`src/rtl/scdf_pkg.sv`:
```
`default_nettype none
// ----------------------------------------------------------------------------
// scdf_pkg: shared types and constants of the salted checksum deframer
// Item layouts, result kinds and register indexes.
// ----------------------------------------------------------------------------
package scdf_pkg;

    typedef struct packed {
        logic [7:0] data_byte;
        logic       chunk_end;
    } byte_item_t;

    typedef struct packed {
        logic [2:0]  kind;
        logic [15:0] frame_type;
        logic [15:0] payload_length;
        logic [7:0]  payload_byte;
        logic [10:0] payload_index;
        logic        last_of_frame;
    } result_item_t;

    // Result pushed by the front part toward the queue
    typedef struct packed {
        logic         valid;
        result_item_t item;
    } front_result_t;

    localparam logic [2:0] KIND_PAYLOAD   = 3'd0;
    localparam logic [2:0] KIND_GOOD      = 3'd1;
    localparam logic [2:0] KIND_BAD_DELIM = 3'd2;
    localparam logic [2:0] KIND_BAD_SUM   = 3'd3;
    localparam logic [2:0] KIND_TOO_LONG  = 3'd4;

    localparam logic REG_DELIMITER = 1'b0;
    localparam logic REG_SALT      = 1'b1;

    localparam logic [31:0] DELIMITER_RESET = 32'h3AF9_02B1;
    localparam logic [15:0] SALT_RESET      = 16'hA35C;

    // Header is delimiter (4 bytes) plus type and length (2 bytes each)
    localparam int unsigned HEADER_BYTES = 8;
    // Header plus two checksum bytes
    localparam int unsigned OVERHEAD_BYTES = 10;

endpackage : scdf_pkg
`default_nettype wire

```
`src/rtl/scdf_front.sv`:
```
`default_nettype none
// ----------------------------------------------------------------------------
// scdf_front: byte classifier and frame tracker
// Places each accepted byte in the frame, runs the salted checksum, checks
// the header and forms at most one result for the byte.
// ----------------------------------------------------------------------------
module scdf_front
    import scdf_pkg::*;
#(
    parameter int unsigned MAX_FRAME = 2048
) (
    input  wire logic          clk,
    input  wire logic          rst_n,
    input  wire logic          accept,
    input  wire byte_item_t    byte_item,
    input  wire logic [31:0]   delimiter_word,
    input  wire logic [15:0]   salt_value,
    output      front_result_t result
);

    // Highest position ever held is MAX_FRAME - 1
    localparam int unsigned POS_W = $clog2(MAX_FRAME);

    logic [POS_W-1:0] pos_reg,      pos_next;
    logic             mismatch_reg, mismatch_next;
    logic [15:0]      type_reg,     type_next;
    logic [15:0]      len_reg,      len_next;
    logic [15:0]      sum_reg,      sum_next;
    logic [7:0]       cks_hi_reg,   cks_hi_next;
    logic             skip_reg,     skip_next;

    logic [7:0]  b;
    logic        end_flag;
    logic [16:0] pos_ext;
    logic [16:0] pay_end;
    logic [16:0] pay_idx;
    logic [15:0] add_val;
    logic [15:0] mask_val;
    logic [15:0] sum_step;
    logic [7:0]  want;
    logic        in_head;

    assign b        = byte_item.data_byte;
    assign end_flag = byte_item.chunk_end;
    assign pos_ext  = 17'(pos_reg);
    assign pay_end  = {1'b0, len_reg} + 17'(HEADER_BYTES);
    assign pay_idx  = pos_ext - 17'(HEADER_BYTES);
    assign in_head  = pos_ext < 17'(HEADER_BYTES);

    // Odd positions add into the high byte
    assign add_val  = pos_reg[0] ? {8'(b + 8'd1), 8'h00} : ({8'h00, b} + 16'd1);
    assign mask_val = b[0] ? {salt_value[14:0], 1'b0} : {1'b0, salt_value[15:1]};
    assign sum_step = (sum_reg + add_val) ^ mask_val;

    always_comb
    begin
        unique case (pos_reg[1:0])
            2'd0:    want = delimiter_word[31:24];
            2'd1:    want = delimiter_word[23:16];
            2'd2:    want = delimiter_word[15:8];
            default: want = delimiter_word[7:0];
        endcase
    end

    always_comb
    begin
        pos_next      = pos_reg;
        mismatch_next = mismatch_reg;
        type_next     = type_reg;
        len_next      = len_reg;
        sum_next      = sum_reg;
        cks_hi_next   = cks_hi_reg;
        skip_next     = skip_reg;

        result                     = '0;
        result.item.frame_type     = type_reg;
        result.item.payload_length = len_reg;

        if (skip_reg)
        begin
            // Drop bytes up to and including the chunk end
            if (end_flag)
            begin
                skip_next = 1'b0;
            end
        end
        else if (in_head)
        begin
            sum_next = sum_step;
            pos_next = pos_reg + POS_W'(1);
            unique case (pos_reg[2:0])
                3'd0, 3'd1, 3'd2, 3'd3:
                begin
                    if (b != want)
                    begin
                        mismatch_next = 1'b1;
                    end
                end
                3'd4:    type_next = {b, type_reg[7:0]};
                3'd5:    type_next = {type_reg[15:8], b};
                3'd6:    len_next  = {b, len_reg[7:0]};
                default: len_next  = {len_reg[15:8], b};
            endcase

            if (pos_reg[2:0] == 3'd7)
            begin
                result.item.payload_length = len_next;
                if (mismatch_reg)
                begin
                    result.valid     = 1'b1;
                    result.item.kind = KIND_BAD_DELIM;
                end
                else if (({1'b0, len_next} + 17'(OVERHEAD_BYTES)) > 17'(MAX_FRAME))
                begin
                    result.valid     = 1'b1;
                    result.item.kind = KIND_TOO_LONG;
                end
                if (result.valid)
                begin
                    result.item.last_of_frame = 1'b1;
                    skip_next = !end_flag;
                end
            end
        end
        else if (pos_ext < pay_end)
        begin
            sum_next                  = sum_step;
            pos_next                  = pos_reg + POS_W'(1);
            result.valid              = 1'b1;
            result.item.kind          = KIND_PAYLOAD;
            result.item.payload_byte  = b;
            result.item.payload_index = pay_idx[10:0];
        end
        else if (pos_ext == pay_end)
        begin
            cks_hi_next = b;
            pos_next    = pos_reg + POS_W'(1);
        end
        else
        begin
            result.valid              = 1'b1;
            result.item.last_of_frame = 1'b1;
            if ({cks_hi_reg, b} == sum_reg)
            begin
                result.item.kind = KIND_GOOD;
            end
            else
            begin
                result.item.kind = KIND_BAD_SUM;
                skip_next        = !end_flag;
            end
        end

        // Any verdict restarts the frame
        if (result.valid && result.item.last_of_frame)
        begin
            pos_next      = '0;
            mismatch_next = 1'b0;
            type_next     = '0;
            len_next      = '0;
            sum_next      = '0;
            cks_hi_next   = '0;
        end
    end

    always_ff @(posedge clk or negedge rst_n)
    begin
        if (!rst_n)
        begin
            pos_reg      <= '0;
            mismatch_reg <= 1'b0;
            type_reg     <= '0;
            len_reg      <= '0;
            sum_reg      <= '0;
            cks_hi_reg   <= '0;
            skip_reg     <= 1'b0;
        end
        else if (accept)
        begin
            pos_reg      <= pos_next;
            mismatch_reg <= mismatch_next;
            type_reg     <= type_next;
            len_reg      <= len_next;
            sum_reg      <= sum_next;
            cks_hi_reg   <= cks_hi_next;
            skip_reg     <= skip_next;
        end
    end

    // Skipping only ever starts right after a verdict
    a_skip_at_frame_start: assert property (@(posedge clk) disable iff (!rst_n)
        skip_reg |-> (pos_reg == '0))
        else $error("skipping while inside a frame");

    // A delimiter mismatch cannot outlive the header
    a_mismatch_in_header: assert property (@(posedge clk) disable iff (!rst_n)
        mismatch_reg |-> (pos_reg != '0 && pos_ext < 17'(HEADER_BYTES)))
        else $error("delimiter mismatch held outside the header");

    // A payload byte is never the frame closer
    a_payload_not_last: assert property (@(posedge clk) disable iff (!rst_n)
        (result.valid && result.item.kind == KIND_PAYLOAD) |-> !result.item.last_of_frame)
        else $error("payload result flagged as last of frame");

    // After a verdict is taken, the next byte starts a new frame
    a_verdict_restarts: assert property (@(posedge clk) disable iff (!rst_n)
        (accept && result.valid && result.item.last_of_frame) |=> (pos_reg == '0))
        else $error("frame position not cleared after verdict");

endmodule : scdf_front
`default_nettype wire

```
`src/rtl/scdf_queue.sv`:
```
`default_nettype none
// ----------------------------------------------------------------------------
// scdf_queue: two-entry result queue
// Holds results from the front part until the consumer takes them.
// ----------------------------------------------------------------------------
module scdf_queue
    import scdf_pkg::*;
(
    input  wire logic         clk,
    input  wire logic         rst_n,
    input  wire logic         push,
    input  wire result_item_t push_item,
    output      logic         full,
    output      logic         result_valid,
    input  wire logic         result_ready,
    output      result_item_t result_item
);

    result_item_t entry_reg [2];
    logic         wr_ptr_reg, wr_ptr_next;
    logic         rd_ptr_reg, rd_ptr_next;
    logic [1:0]   count_reg,  count_next;
    logic         pop;

    assign full         = (count_reg == 2'd2);
    assign result_valid = (count_reg != 2'd0);
    assign result_item  = entry_reg[rd_ptr_reg];
    assign pop          = result_valid && result_ready;

    always_comb
    begin
        wr_ptr_next = push ? !wr_ptr_reg : wr_ptr_reg;
        rd_ptr_next = pop  ? !rd_ptr_reg : rd_ptr_reg;
        count_next  = count_reg + 2'(push) - 2'(pop);
    end

    always_ff @(posedge clk)
    begin
        if (push)
        begin
            entry_reg[wr_ptr_reg] <= push_item;
        end
    end

    always_ff @(posedge clk or negedge rst_n)
    begin
        if (!rst_n)
        begin
            wr_ptr_reg <= 1'b0;
            rd_ptr_reg <= 1'b0;
            count_reg  <= 2'd0;
        end
        else
        begin
            wr_ptr_reg <= wr_ptr_next;
            rd_ptr_reg <= rd_ptr_next;
            count_reg  <= count_next;
        end
    end

    a_count_bound: assert property (@(posedge clk) disable iff (!rst_n)
        count_reg != 2'd3)
        else $error("queue count out of range");

    a_no_push_full: assert property (@(posedge clk) disable iff (!rst_n)
        push |-> !full)
        else $error("push into a full queue");

    // Pointers differ exactly when one entry is held
    a_ptr_count: assert property (@(posedge clk) disable iff (!rst_n)
        (wr_ptr_reg != rd_ptr_reg) == (count_reg == 2'd1))
        else $error("queue pointers disagree with count");

endmodule : scdf_queue
`default_nettype wire

```
`src/rtl/salted_checksum_frame_deframer_unit.sv`:
```
`default_nettype none
// ----------------------------------------------------------------------------
// salted_checksum_frame_deframer_unit: salted checksum frame deframer
// Cuts a byte stream into delimited frames, emits payload bytes and one
// verdict per frame, and skips the rest of a chunk after an error.
// ----------------------------------------------------------------------------
//  channel   dir  handshake                  payload
//  byte      in   byte_valid / byte_ready    byte_item   (byte_item_t)
//  result    out  result_valid/result_ready  result_item (result_item_t)
//  cfg       in   cfg_we                     cfg_index, cfg_wdata
//
//  One byte per cycle; each byte is classified and folded into the checksum
//  in the cycle it is accepted, and its result is registered in the queue.
//  A two-entry queue sits between the tracker and the result port, so a
//  byte is accepted while a result waits; byte_ready drops only when full.
//  Reset clears the frame state and loads the register defaults.
// ----------------------------------------------------------------------------
module salted_checksum_frame_deframer_unit
    import scdf_pkg::*;
#(
    parameter int unsigned MAX_FRAME = 2048
) (
    input  wire logic         clk,
    input  wire logic         rst_n,
    input  wire logic         byte_valid,
    output      logic         byte_ready,
    input  wire byte_item_t   byte_item,
    output      logic         result_valid,
    input  wire logic         result_ready,
    output      result_item_t result_item,
    input  wire logic         cfg_we,
    input  wire logic         cfg_index,
    input  wire logic [31:0]  cfg_wdata
);

    logic [31:0]   delimiter_reg, delimiter_next;
    logic [15:0]   salt_reg,      salt_next;
    logic          accept;
    logic          full;
    front_result_t front_res;

    assign byte_ready = !full;
    assign accept     = byte_valid && byte_ready;

    always_comb
    begin
        delimiter_next = delimiter_reg;
        salt_next      = salt_reg;
        if (cfg_we)
        begin
            unique case (cfg_index)
                REG_DELIMITER: delimiter_next = cfg_wdata;
                default:       salt_next      = cfg_wdata[15:0];
            endcase
        end
    end

    always_ff @(posedge clk or negedge rst_n)
    begin
        if (!rst_n)
        begin
            delimiter_reg <= DELIMITER_RESET;
            salt_reg      <= SALT_RESET;
        end
        else
        begin
            delimiter_reg <= delimiter_next;
            salt_reg      <= salt_next;
        end
    end

    scdf_front #(
        .MAX_FRAME (MAX_FRAME)
    ) u_front (
        .clk            (clk),
        .rst_n          (rst_n),
        .accept         (accept),
        .byte_item      (byte_item),
        .delimiter_word (delimiter_reg),
        .salt_value     (salt_reg),
        .result         (front_res)
    );

    scdf_queue u_queue (
        .clk          (clk),
        .rst_n        (rst_n),
        .push         (accept && front_res.valid),
        .push_item    (front_res.item),
        .full         (full),
        .result_valid (result_valid),
        .result_ready (result_ready),
        .result_item  (result_item)
    );

endmodule : salted_checksum_frame_deframer_unit
`default_nettype wire
```
`config.mk`:
```
export PLATFORM = sky130hd
export DESIGN_NAME = salted_checksum_frame_deframer_unit
export DESIGN_NICKNAME = d
export VERILOG_FILES = /design/src/rtl/scdf_pkg.sv /design/src/rtl/scdf_front.sv /design/src/rtl/scdf_queue.sv /design/src/rtl/salted_checksum_frame_deframer_unit.sv
export SDC_FILE = /design/constraint.sdc
export NUM_CORES = 1
export LEC_CHECK = 0
export BUFFER_PORTS_ARGS = -buffer_cell sky130_fd_sc_hd__buf_2
export CAP_MARGIN = 20
export CELL_PAD_IN_SITES_DETAIL_PLACEMENT = 1
export CELL_PAD_IN_SITES_GLOBAL_PLACEMENT = 1
export CORE_ASPECT_RATIO = 1.75
export CORE_MARGIN = 2
export CORE_UTILIZATION = 28
export CTS_CLUSTER_DIAMETER = 40
export DETAILED_ROUTE_END_ITERATION = 16
export PLACE_DENSITY = 0.6
export SLEW_MARGIN = 5
export SYNTH_ARGS = -nofsm -noshare
export SYNTH_HDL_FRONTEND = slang
export SYNTH_SLANG_ARGS = --single-unit
export TNS_END_PERCENT = 1
```
`constraint.sdc`:
```
create_clock -name clk -period 12.7 [get_ports clk]
set_clock_uncertainty 0.05 [all_clocks]
set_input_delay 2.54 -clock clk [delete_from_list [all_inputs] [get_ports clk]]
set_output_delay 2.54 -clock clk [all_outputs]
set_load 0.03 [all_outputs]
```
======== After elaboration in Yosys (flattened, before gate mapping) ========
Memories as Yosys holds them, arrays and structs flattened.
Index checks and enable logic that the tools add are counted.
Widths: inputs -> output; s select.
storage, ports and cells
  input port bits ......................... 47
  latch bits .............................. 0
  bits in registers ....................... 121
  ROM bits ................................ 0
  RAM bits ................................ 110
  memories kept ........................... 1
memories
  name               depth  width  rd ports  clocked after memory_dff  wr ports  line              source
  u_queue.entry_reg  2      55     1         0                         1         scdf_queue.sv:19  result_item_t entry_reg [2];
cells by class
  multiplexer cells ....................... 63
  bitwise operators ....................... 2
  reduce and logical (&&, ||, !) cells .... 30
  multipliers ............................. 0
  shift operators ......................... 0
  div/mod/pow operators ................... 0
  $add $sub $neg .......................... 9
  equal/unequal tests ..................... 18
  $lt $le $gt $ge ......................... 3
operators by type and width
  kind                   number
  $mux 16                16
  $pmux 16 s2            2
  $mux 11                5
  $mux 4                 10
  $mux 8                 5
  $mux 19                2
  $mux 36                1
  $add 16x4->17 const B  2
  $pmux 8 s3             1
  $mux 1                 20
  $reduce_and 5->1       4
  $eq 11x17->1           1
  $gt 17x12->1 const B   1
  $lt 11x17->1           1
  $add 16x16->16         1
  $eq 16x16->1           1
  $xor 16x16->16         1
  $reduce_bool 2->1      7
  $eq 3x3->1 const B     4
  $add 11x1->11 const B  1
  $lt 11x4->1 const B    1
  $sub 11x4->11 const B  1
  $add 8x1->9 const B    1
  $reduce_and 3->1       3
  other kinds (21)       33

======== Logic depth before layout (Yosys ltp) ========
Gate-level depths: netlist (run 1).
  word-level depth ........................ 19
  depth in mapped cells ................... 17
  mapped depth without buffers ............ 17

======== By module ========
Synthesis (run 1) repeated with hierarchy kept, for this count alone.
second synthesis, totals
  cells, all modules ...................... 939
  area, all modules ....................... 12156.7 sq um
by module, submodules not included
  module                               instances  area each (sq um)  seq. area each (sq um)  cells an instance
  scdf_front                           1          5836.8             1726.7                  645
  scdf_queue                           1          4334.2             3403.3                  188
  salted_checksum_frame_deframer_unit  1          1985.7             1229.9                  106

======== Worst setup path before layout (run 1) ========
OpenSTA, ideal clock, no wires.
  path kind ............................... input port to flip-flop
  from .................................... input port byte_item[1] (netlist bit)
  to ...................................... memory u_queue.entry_reg[0][0] (netlist bit), enable pin
  path slack .............................. 6.030 ns
  data arrival time ....................... 6.151 ns
  stages on the path ...................... 8
  library setup time ...................... 0.468 ns
  cell sequence ........................... buf_2 > and3_1 > o2111ai_1 > mux2i_1 > a21o_1 > o211a_1 > o21ai_0 > nor2_1
on the way
  cells in the longest elaborated chain, start to end .. 16
RTL lines
  item                          line                                       source
  start: declaration            salted_checksum_frame_deframer_unit.sv:27  input wire byte_item_t byte_item,
  $pmux 16 s2                   scdf_front.sv:91                           unique case (pos_reg[2:0])
  $mux 16                       scdf_front.sv:87                           else if (in_head)
  $mux 16                       scdf_front.sv:79                           if (skip_reg)
  $add 16x4->17                 scdf_front.sv:113                          else if (({1'b0, len_next} + 17'(OVERHEAD_BYTES)) > 17'(MAX_FRAME))
  $gt 17x12->1                  scdf_front.sv:113
  $mux 4                        scdf_front.sv:113
  $mux 4                        scdf_front.sv:108                          if (mismatch_reg)
  $mux 4                        scdf_front.sv:105                          if (pos_reg[2:0] == 3'd7)
  $mux 4                        scdf_front.sv:87
  $mux 4                        scdf_front.sv:79
  $mux 4                        scdf_front.sv:105
  $mux 4                        scdf_front.sv:87
  $mux 4                        scdf_front.sv:79
  $logic_and 1x1->1             salted_checksum_frame_deframer_unit.sv:87  .push (accept && front_res.valid),
  $mux 1                        scdf_queue.sv:39                           if (push)
  $mux 1 (implied by the code)  scdf_queue.sv:41                           entry_reg[wr_ptr_reg] <= push_item;
  end: declaration              scdf_queue.sv:19
Every way passes these cells. The select of a mux whose other input is x is not followed.

======== Worst setup path in the final report (run 1) ========
  from .................................... input port byte_item[1] (netlist bit)
  to ...................................... register u_front.sum_reg[15]
on the way
  cells in the longest elaborated chain, start to end .. 17
RTL lines
  item                                                                     line               source
  $pmux 16 s2                                                              scdf_front.sv:91
  $mux 16                                                                  scdf_front.sv:87
  $mux 16                                                                  scdf_front.sv:79
  $add 16x4->17                                                            scdf_front.sv:113
  $gt 17x12->1                                                             scdf_front.sv:113
  $mux 4                                                                   scdf_front.sv:113
  $mux 4                                                                   scdf_front.sv:108
  $mux 4                                                                   scdf_front.sv:105
  $mux 4                                                                   scdf_front.sv:87
  $mux 4                                                                   scdf_front.sv:79
  $mux 1                                                                   scdf_front.sv:118  if (result.valid)
  $mux 1                                                                   scdf_front.sv:105
  $mux 1                                                                   scdf_front.sv:87
  $mux 36                                                                  scdf_front.sv:79
  $logic_and 1x1->1                                                        scdf_front.sv:155  if (result.valid && result.item.last_of_frame)
  $ne 2x2->1 (no source line) / $reduce_bool 3->1 (equally long branches)  --
  $reduce_and 3->1 (no source line)                                        --
  end signal: assignment                                                   scdf_front.sv:184  sum_reg <= sum_next;
  end: declaration                                                         scdf_front.sv:28   logic [15:0] sum_reg, sum_next;
Several ways; a longest one is shown, not always the timed one. The select of a mux whose other input is x is not followed.
A chain may end at the register's enable or synchronous reset.

==> results summary, run 1 <==
The flow ran to the end, and the final reports show no timing, DRC or antenna violations. The worst register-to-register path begins at u_front.len_reg[3]. The critical path in this run is classified as input pin to register. The cell area after placement came out at 12,800 µm².

The global-route wire length before repair is 50,800 µm. The data required time at the worst endpoint is 13,080 ps. For this run, the register share of the synthesized area comes to 0.543. After synthesis, the share of flip-flops with an asynchronous set or reset is 0.524.

The violation count after the first detailed-routing iteration came out at 401. For this design the top-level I/O count stands at 104. A synthesized cell averages approximately 13 µm². The net count after synthesis is 1,015.

The number of enable-type register cells in the synthesized netlist is 110. The number of nets with antenna violations after routing came out at 0. Tracing the worst setup path back leads to its startpoint at byte_item[1]. The number of buffers on the longest clock path came out at 3. The detailed-router iteration count before antenna repair is 5. The die covers 43,600 µm². The placer's final routability congestion estimate came out at 0.856. The initial utilization of the core area, before any placement, comes to 0.282.

The peak supply drop came out at 0.123 mV. The power density over cell area came out at 263 nW/µm². The final total negative setup slack came out at 0 ps. The synthesis warning total came out at 0. The final worst setup slack is 7150 ps. The routed length per instance came out at between 20 and 25 µm. The number of buffers added for setup after CTS is 0. Counting flops and latches in the post-synthesis netlist gives roughly 230.

The data arrival time of the critical path is around 5900 ps. The total wirelength of the detailed-routed design came out at 33,100 µm. The number of H-tree levels is 1. The number of max-cap violations is 0. The number of global-route vias before repair is 8,503. Row generation in the floorplan step produced 99 rows. The total non-filler cell area in the finished layout is about 14,000 µm².

The final-report hold violation count is 0. The worst-case hold slack is 432 ps. The type of origin of the critical path is an input pin. The cell count after synthesis is just over 900. The worst setup path is captured at a register.

The final non-filler cell total came out at 1,601. Based on the critical path, the design can be clocked at up to 0.180 GHz. The detailed router placed around 7,800 vias in this run. The actual slew at the worst max-slew pin is slightly below 1000 ps. The setup-violating endpoint count in the final report came out at 0.

For this run, the leading register cell type out of synthesis is sky130_fd_sc_hd__edfxtp_1. Summed over all nets, the half-perimeter wirelength after detailed placement is approximately 24,000 µm. The number of diodes came out at 0. Summed over all layers, the global routing overflow is 0. During placement, the flow inserted port buffers numbering 103. For this run, design rule violations remaining after detail routing come to 0. The ratio of cells with drive above 1 in the final layout is 0.315.

The cell area after technology mapping is between 10,000 and 15,000 µm². The cell sitting at the root of the clock tree is a sky130_fd_sc_hd__clkbuf_16. After detailed routing, the number of vias per cell comes to 4.85. At the later pin of the worst-skew pair, clock insertion delay measures 570 ps.

The overall power consumption is roughly 3.6 mW. After floorplanning, the core was sized to cover 41,500 µm². The number of clock sinks came out at 231. The number of nets in the finished design is 1,110.

The global routing usage summed across all routing layers came out at 0.154. Of all nets on the critical path, the largest fanout is 29. The floorplan die width came out at 159 µm. The worst reg-to-reg setup slack came out at 8090 ps.

The final cell utilization of the core came out at 0.332. The instance count after placement with tap cells included came out at approximately 1,600. The most critical setup path has its endpoint at u_front.sum_reg[15]. The worst pin sits at a relative slew slack of 0.331. The clock buffer count from CTS is 27. The quantity of gates resized following cts came out at 0. The clock slew seen by the registers of the worst setup and hold paths came out at 70 ps. The number of antenna violations at the first check in global routing is 0.

The layout overhead on the synthesized area came out at 17.5%. The cts-stage hold buffer count came out at 0. The register with the most flip-flops in the layout has 110 of them. The die outline height came out at 275 µm. The leakage power total came out at 5.61 nW. In this run the critical register-to-register path is captured at u_queue.count_reg[1]. The logic depth of the worst register-to-register path is 17. The count of cell types in the netlist is 69.

The share of the cycle needed by the critical path after routing came out at 0.437. Subtracting the final worst setup slack from the clock period gives about 5500 ps. The pin count of the biggest net entering global routing came out at 69.

The path category of the worst min-delay check is register to register. Setup repair after global routing left no endpoint under its margin. The CTS tree is built.

The worst slack after detailed placement is 6610 ps. The max-slew violation count came to 0.
## area by class of cell
class	count	area (µm²)
multi-input cells	635	5110
clock buffers	32	726
fillers	4525	27700
inverters	18	70.1
clock inverters	18	225
flip-flops and latches	231	6360
repair buffers	112	586
well taps	555	694
## synth_stat cells, types with 6 or more instances
cell type / n / share of area
sky130_fd_sc_hd__a21o_1: 10 / 0.0064
sky130_fd_sc_hd__a21oi_1: 28 / 0.012
sky130_fd_sc_hd__a222oi_1: 8 / 0.0068
sky130_fd_sc_hd__a22o_1: 17 / 0.013
sky130_fd_sc_hd__a22oi_1: 6 / 0.0038
sky130_fd_sc_hd__and2_1: 22 / 0.012
sky130_fd_sc_hd__and3_1: 27 / 0.014
sky130_fd_sc_hd__buf_1: 7 / 0.0022
sky130_fd_sc_hd__buf_2: 10 / 0.0043
sky130_fd_sc_hd__clkbuf_1: 25 / 0.0080
sky130_fd_sc_hd__dfrtp_1: 98 / 0.21
sky130_fd_sc_hd__dfstp_2: 23 / 0.052
sky130_fd_sc_hd__edfxtp_1: 110 / 0.28
sky130_fd_sc_hd__ha_1: 37 / 0.040
sky130_fd_sc_hd__inv_1: 17 / 0.0054
sky130_fd_sc_hd__mux2_2: 118 / 0.11
sky130_fd_sc_hd__mux2_4: 8 / 0.010
sky130_fd_sc_hd__mux2i_1: 16 / 0.014
sky130_fd_sc_hd__nand2_1: 39 / 0.012
sky130_fd_sc_hd__nand3_1: 16 / 0.0068
sky130_fd_sc_hd__nor2_1: 50 / 0.016
sky130_fd_sc_hd__nor2b_1: 9 / 0.0048
sky130_fd_sc_hd__nor4_1: 9 / 0.0048
sky130_fd_sc_hd__o21ai_0: 38 / 0.016
sky130_fd_sc_hd__o2bb2ai_1: 7 / 0.0052
sky130_fd_sc_hd__o31ai_1: 16 / 0.010
sky130_fd_sc_hd__xnor2_1: 37 / 0.028
sky130_fd_sc_hd__xor2_1: 37 / 0.028
## cells by family (layout without fill, tap and decap cells)
group                    Yosys count  after routing  synth area share
AND/OR/NAND/NOR                  207            207            0.0929
AO/OA/AOI/OAI                    174            174             0.107
buffers and inverters             64            180            0.0240
adder cells (fa/ha/maj)           38             38            0.0412
XOR/XNOR                          74             74            0.0553
multiplexers                     142            142             0.137
flip-flops                       231            231             0.543
## cell usage in the layout (no fill, tap or decap), drive strengths merged, types with 4 or more instances in the layout
cell type,Yosys,routed
mux2,126,126
o31ai,16,16
o211ai,5,5
clkinv,0,8
and2,23,23
buf,21,112
a21o,10,10
and3,27,27
nand4,4,4
o21a,6,6
a22o,17,17
a222oi,8,8
inv,18,24
edfxtp,110,110
o2bb2ai,7,7
nor4,9,9
nor2b,9,9
nand3,18,18
ha,37,37
clkbuf,25,32
a211oi,4,4
nor2,53,53
nand2,39,39
dfrtp,98,98
or2,4,4
a22oi,6,6
dfstp,23,23
a21oi,31,31
xor2,37,37
o21ai,43,43
nor3,5,5
mux2i,16,16
xnor2,37,37
or3,5,5
a31oi,4,4
## routing by layer
metal / vias up / global-route usage / wire (µm)
met4: 0 / 0.0635 / 1180
met5: - / 0 / 0
met3: 55 / 0.0164 / 1140
met1: 3925 / 0.169 / 12200
met2: 155 / 0.295 / 18600
li1: 3630 / - / -
## how the worst min path moves through the flow
| stage | cells past startpoint | startpoint | to |
|---|---|---|---|
| after floorplan | 0 | u_front.type_reg[0] | u_queue.entry_reg[0][36] |
| after global placement | 0 | u_front.type_reg[0] | u_queue.entry_reg[0][36] |
| after detailed placement | 0 | u_front.type_reg[15] | u_queue.entry_reg[0][51] |
| after CTS | 0 | u_front.type_reg[15] | u_queue.entry_reg[0][51] |
| after global routing | 0 | u_front.type_reg[8] | u_queue.entry_reg[1][44] |
| final | 0 | u_front.type_reg[15] | u_queue.entry_reg[0][51] |
## power breakdown
group          switching, mW  internal (mW)  leakage, nW
logic                  0.992          0.579         2.65
registers              0.170           1.06         2.50
clock network          0.351          0.465        0.459
## worst max-delay path: stages
cell and delay, ps:
sky130_fd_sc_hd__buf_2 80, sky130_fd_sc_hd__buf_4 390, sky130_fd_sc_hd__ha_1 300, sky130_fd_sc_hd__nand3_1 110
sky130_fd_sc_hd__xor2_1 230, sky130_fd_sc_hd__nor2_1 70, sky130_fd_sc_hd__ha_1 360, sky130_fd_sc_hd__nor2_1 190
sky130_fd_sc_hd__o21bai_1 110, sky130_fd_sc_hd__a2111oi_1 540, sky130_fd_sc_hd__o31ai_1 230, sky130_fd_sc_hd__a21o_1 220
sky130_fd_sc_hd__a211oi_1 300, sky130_fd_sc_hd__or3_1 160, sky130_fd_sc_hd__o211ai_1 90
(Power assumes the default switching activity.)
==> run 2, diff against run 1 <==
- clock period: 12.7 -> 5.7 ns (I/O delays scaled with it)
==> results summary, run 2 (synthesis results as in run 1) <==
At the end of the flow the core is filled with cells to 0.333. The instance count after placement with tap cells included is 1,553. The worst hold path begins at u_front.type_reg[2].

After detailed routing, the total wire length is 33,800 µm. The final total negative setup slack came out at 0 ps. The global routing usage summed across all routing layers is 0.157. The total die area came out at 43,600 µm². The die outline height came out at 275 µm.

Entering global routing, the biggest net connects 73 pins. STA classifies the critical path startpoint as a register. Setup violations remaining at the end of the flow were counted as 0.

The worst pin sits at a relative slew slack of 0.303. The number of buffers added for setup after CTS came out at 0. The placer's final routability congestion estimate is 0.858. The aggregate global routing overflow came out at 0. The number of clock sinks is 231. The layout overhead on the synthesized area came out at 17.8%. TritonCTS built the clock tree.

The number of port buffers is between 100 and 150. The number of nets with antenna violations after routing is 0. The data arrival time of the critical path came out at around 5000 ps. The first global-routing pass estimated 51,100 µm of wire.

The flip-flop and latch area came out at approximately 6400 µm². The run finished with clean final reports. The clock buffer count from CTS came out at 28. Timing would allow up to 0.218 GHz. The clock slew seen by the registers of the worst setup and hold paths came out at approximately 60 ps. The area taken by multi-input logic gates came out at between 5000 and 6000 µm².

The number of antenna violations at the first check in global routing is 0. After detailed routing, the number of remaining DRC violations is 0. The quantity of gates resized following cts came out at 0. The overall power consumption came out at 8.15 mW.

The number of ports placed on the die boundary came out at 104. The area of the core region is 41,500 µm². The leakage power total is 5.62 nW.

For the worst-skew pair, the clock arrives at the later sink with an insertion delay of roughly 560 ps. The top cell types in the final layout, fill and taps aside, are 118 x sky130_fd_sc_hd__mux2_2, 110 x sky130_fd_sc_hd__edfxtp_1, 102 x sky130_fd_sc_hd__buf_2. The flip-flop count of the largest register, all copies and words added came out at 110.

The worst register-to-register path begins at u_front.pos_reg[0]. The number of nets in the finished design is around 1,100. The critical path in this run is classified as register to register. The starting utilization of the core area is 0.282. In the final routed layout, each cell accounts on average for 21.1 µm.

The buffer cell driving the clock tree root is sky130_fd_sc_hd__clkbuf_16. The worst register-to-register path has a depth of 13. The placed wire-length estimate is 25,100 µm. The worst hold path was traced through 0 stages. The path with the worst hold slack has its endpoint at u_queue.entry_reg[1][38]. Setup repair after global routing left no endpoint under its margin. The power density over cell area came out at ~600 nW/µm². The final non-filler cell total came out at 1,605. The actual slew at the worst max-slew pin came out at 1030 ps. The number of diodes is 0. The number of buffers on the longest clock path came out at 3. The final-report hold violation count came out at 0. The number of global-route vias before repair came out at between 8,000 and 9,000.

Before antenna repair, the detailed router went through 4 iterations. Leaving out fill and tap cells, the most frequent cell in the layout is sky130_fd_sc_hd__mux2_2. The share of the cycle needed by the critical path after routing is 0.805. The data required time at the worst endpoint came out at 6120 ps. The peak supply drop came out at 0.218 mV. Using the TritonRoute via totals, the vias-per-cell ratio works out to 4.85. The path category of the worst min-delay check is register to register.

The cts-stage hold buffer count came out at 0. The overall via count from detail_route is 7,781. In this run, the number of DRC markers left after iteration 0 of detailed routing was 372. The worst register-to-register path ends at u_queue.count_reg[1]. The shortest period the worst path allows is 4590 ps. Max-cap violations in this run came to 0. The max-slew violation count is 0.

Hold is met by between 400 and 500 ps. The number of inserted filler cells in the final layout is 4,449. In this run the number of H-tree levels came out at 1.

The maximum fanout along the worst path is 13. In the final layout, the share of cells above drive strength 1 is 0.317. STA classifies the critical path endpoint as a register. The total number of placement rows is slightly below 100.

The floorplan die width came out at about 160 µm. The worst reg-to-reg setup slack is 1110 ps.
run 2: cell types whose count changed in the layout (fill, tap and decap cells not counted), moves of 2 or more:
| cell | before | now |
|---|---|---|
| sky130_fd_sc_hd__clkinv_2 | 3 | 1 |
| sky130_fd_sc_hd__clkinv_8 | 4 | 1 |
| sky130_fd_sc_hd__buf_12 | 0 | 2 |
| sky130_fd_sc_hd__inv_8 | 1 | 3 |
| sky130_fd_sc_hd__clkinv_4 | 0 | 2 |
run 2: final cells by class:
cell class / count / area share
repair buffers: 114 / 0.0453
well taps: 555 / 0.0503
multi-input cells: 635 / 0.370
inverters: 18 / 0.00508
clock buffers: 34 / 0.0538
clock inverters: 18 / 0.0145
flip-flops and latches: 231 / 0.461
run 2: worst max-delay path by stage:
stage,slack [ps],end,from,depth (start not counted)
floorplan,390,u_queue.entry_reg[0][0],u_front.len_reg[3],11
global placement,1170,u_front.sum_reg[15],byte_item[2],12
detailed placement,1110,u_queue.count_reg[1],u_front.pos_reg[0],13
CTS,1090,u_queue.count_reg[1],u_front.pos_reg[0],13
global route,760,u_queue.count_reg[1],u_front.pos_reg[0],13
finish,1110,u_queue.count_reg[1],u_front.pos_reg[0],13
run 2: critical path: stages (launching register included):
cell and delay, ps:
sky130_fd_sc_hd__dfrtp_1 580, sky130_fd_sc_hd__inv_1 180, sky130_fd_sc_hd__ha_1 470, sky130_fd_sc_hd__nand3_1 360, sky130_fd_sc_hd__a22oi_1 420, sky130_fd_sc_hd__o2111ai_1 210, sky130_fd_sc_hd__a21o_1 260, sky130_fd_sc_hd__o211a_1 290
sky130_fd_sc_hd__o21ai_0 840, sky130_fd_sc_hd__ha_1 390, sky130_fd_sc_hd__inv_1 60, sky130_fd_sc_hd__ha_1 150, sky130_fd_sc_hd__xnor2_1 130, sky130_fd_sc_hd__xnor2_1 130
run 2: routing by layer:
metal	vias to the layer above	wire, µm	share of wire	GRT usage
li1	3647	-	-	-
met1	3926	12300	0.36	0.166
met2	147	18900	0.56	0.304
met3	61	1280	0.038	0.0181
met4	0	1390	0.041	0.0706
met5	-	0	0	0
run 2: power by group:
part / switching, mW / internal (mW) / total (mW)
logic: 2.24 / 1.31 / 3.56
registers: 0.425 / 2.37 / 2.79
clock network: 0.751 / 1.04 / 1.80
total: 3.42 / 4.73 / 8.15
run 2: through the flow:
stage,cell area (µm²),worst slack [ps]
2_1_floorplan,11700,389
3_3_place_gp,12900,1170
3_5_place_dp,12900,1110
4_1_cts,13800,1090
5_1_grt,13800,756
6_report,13800,1110
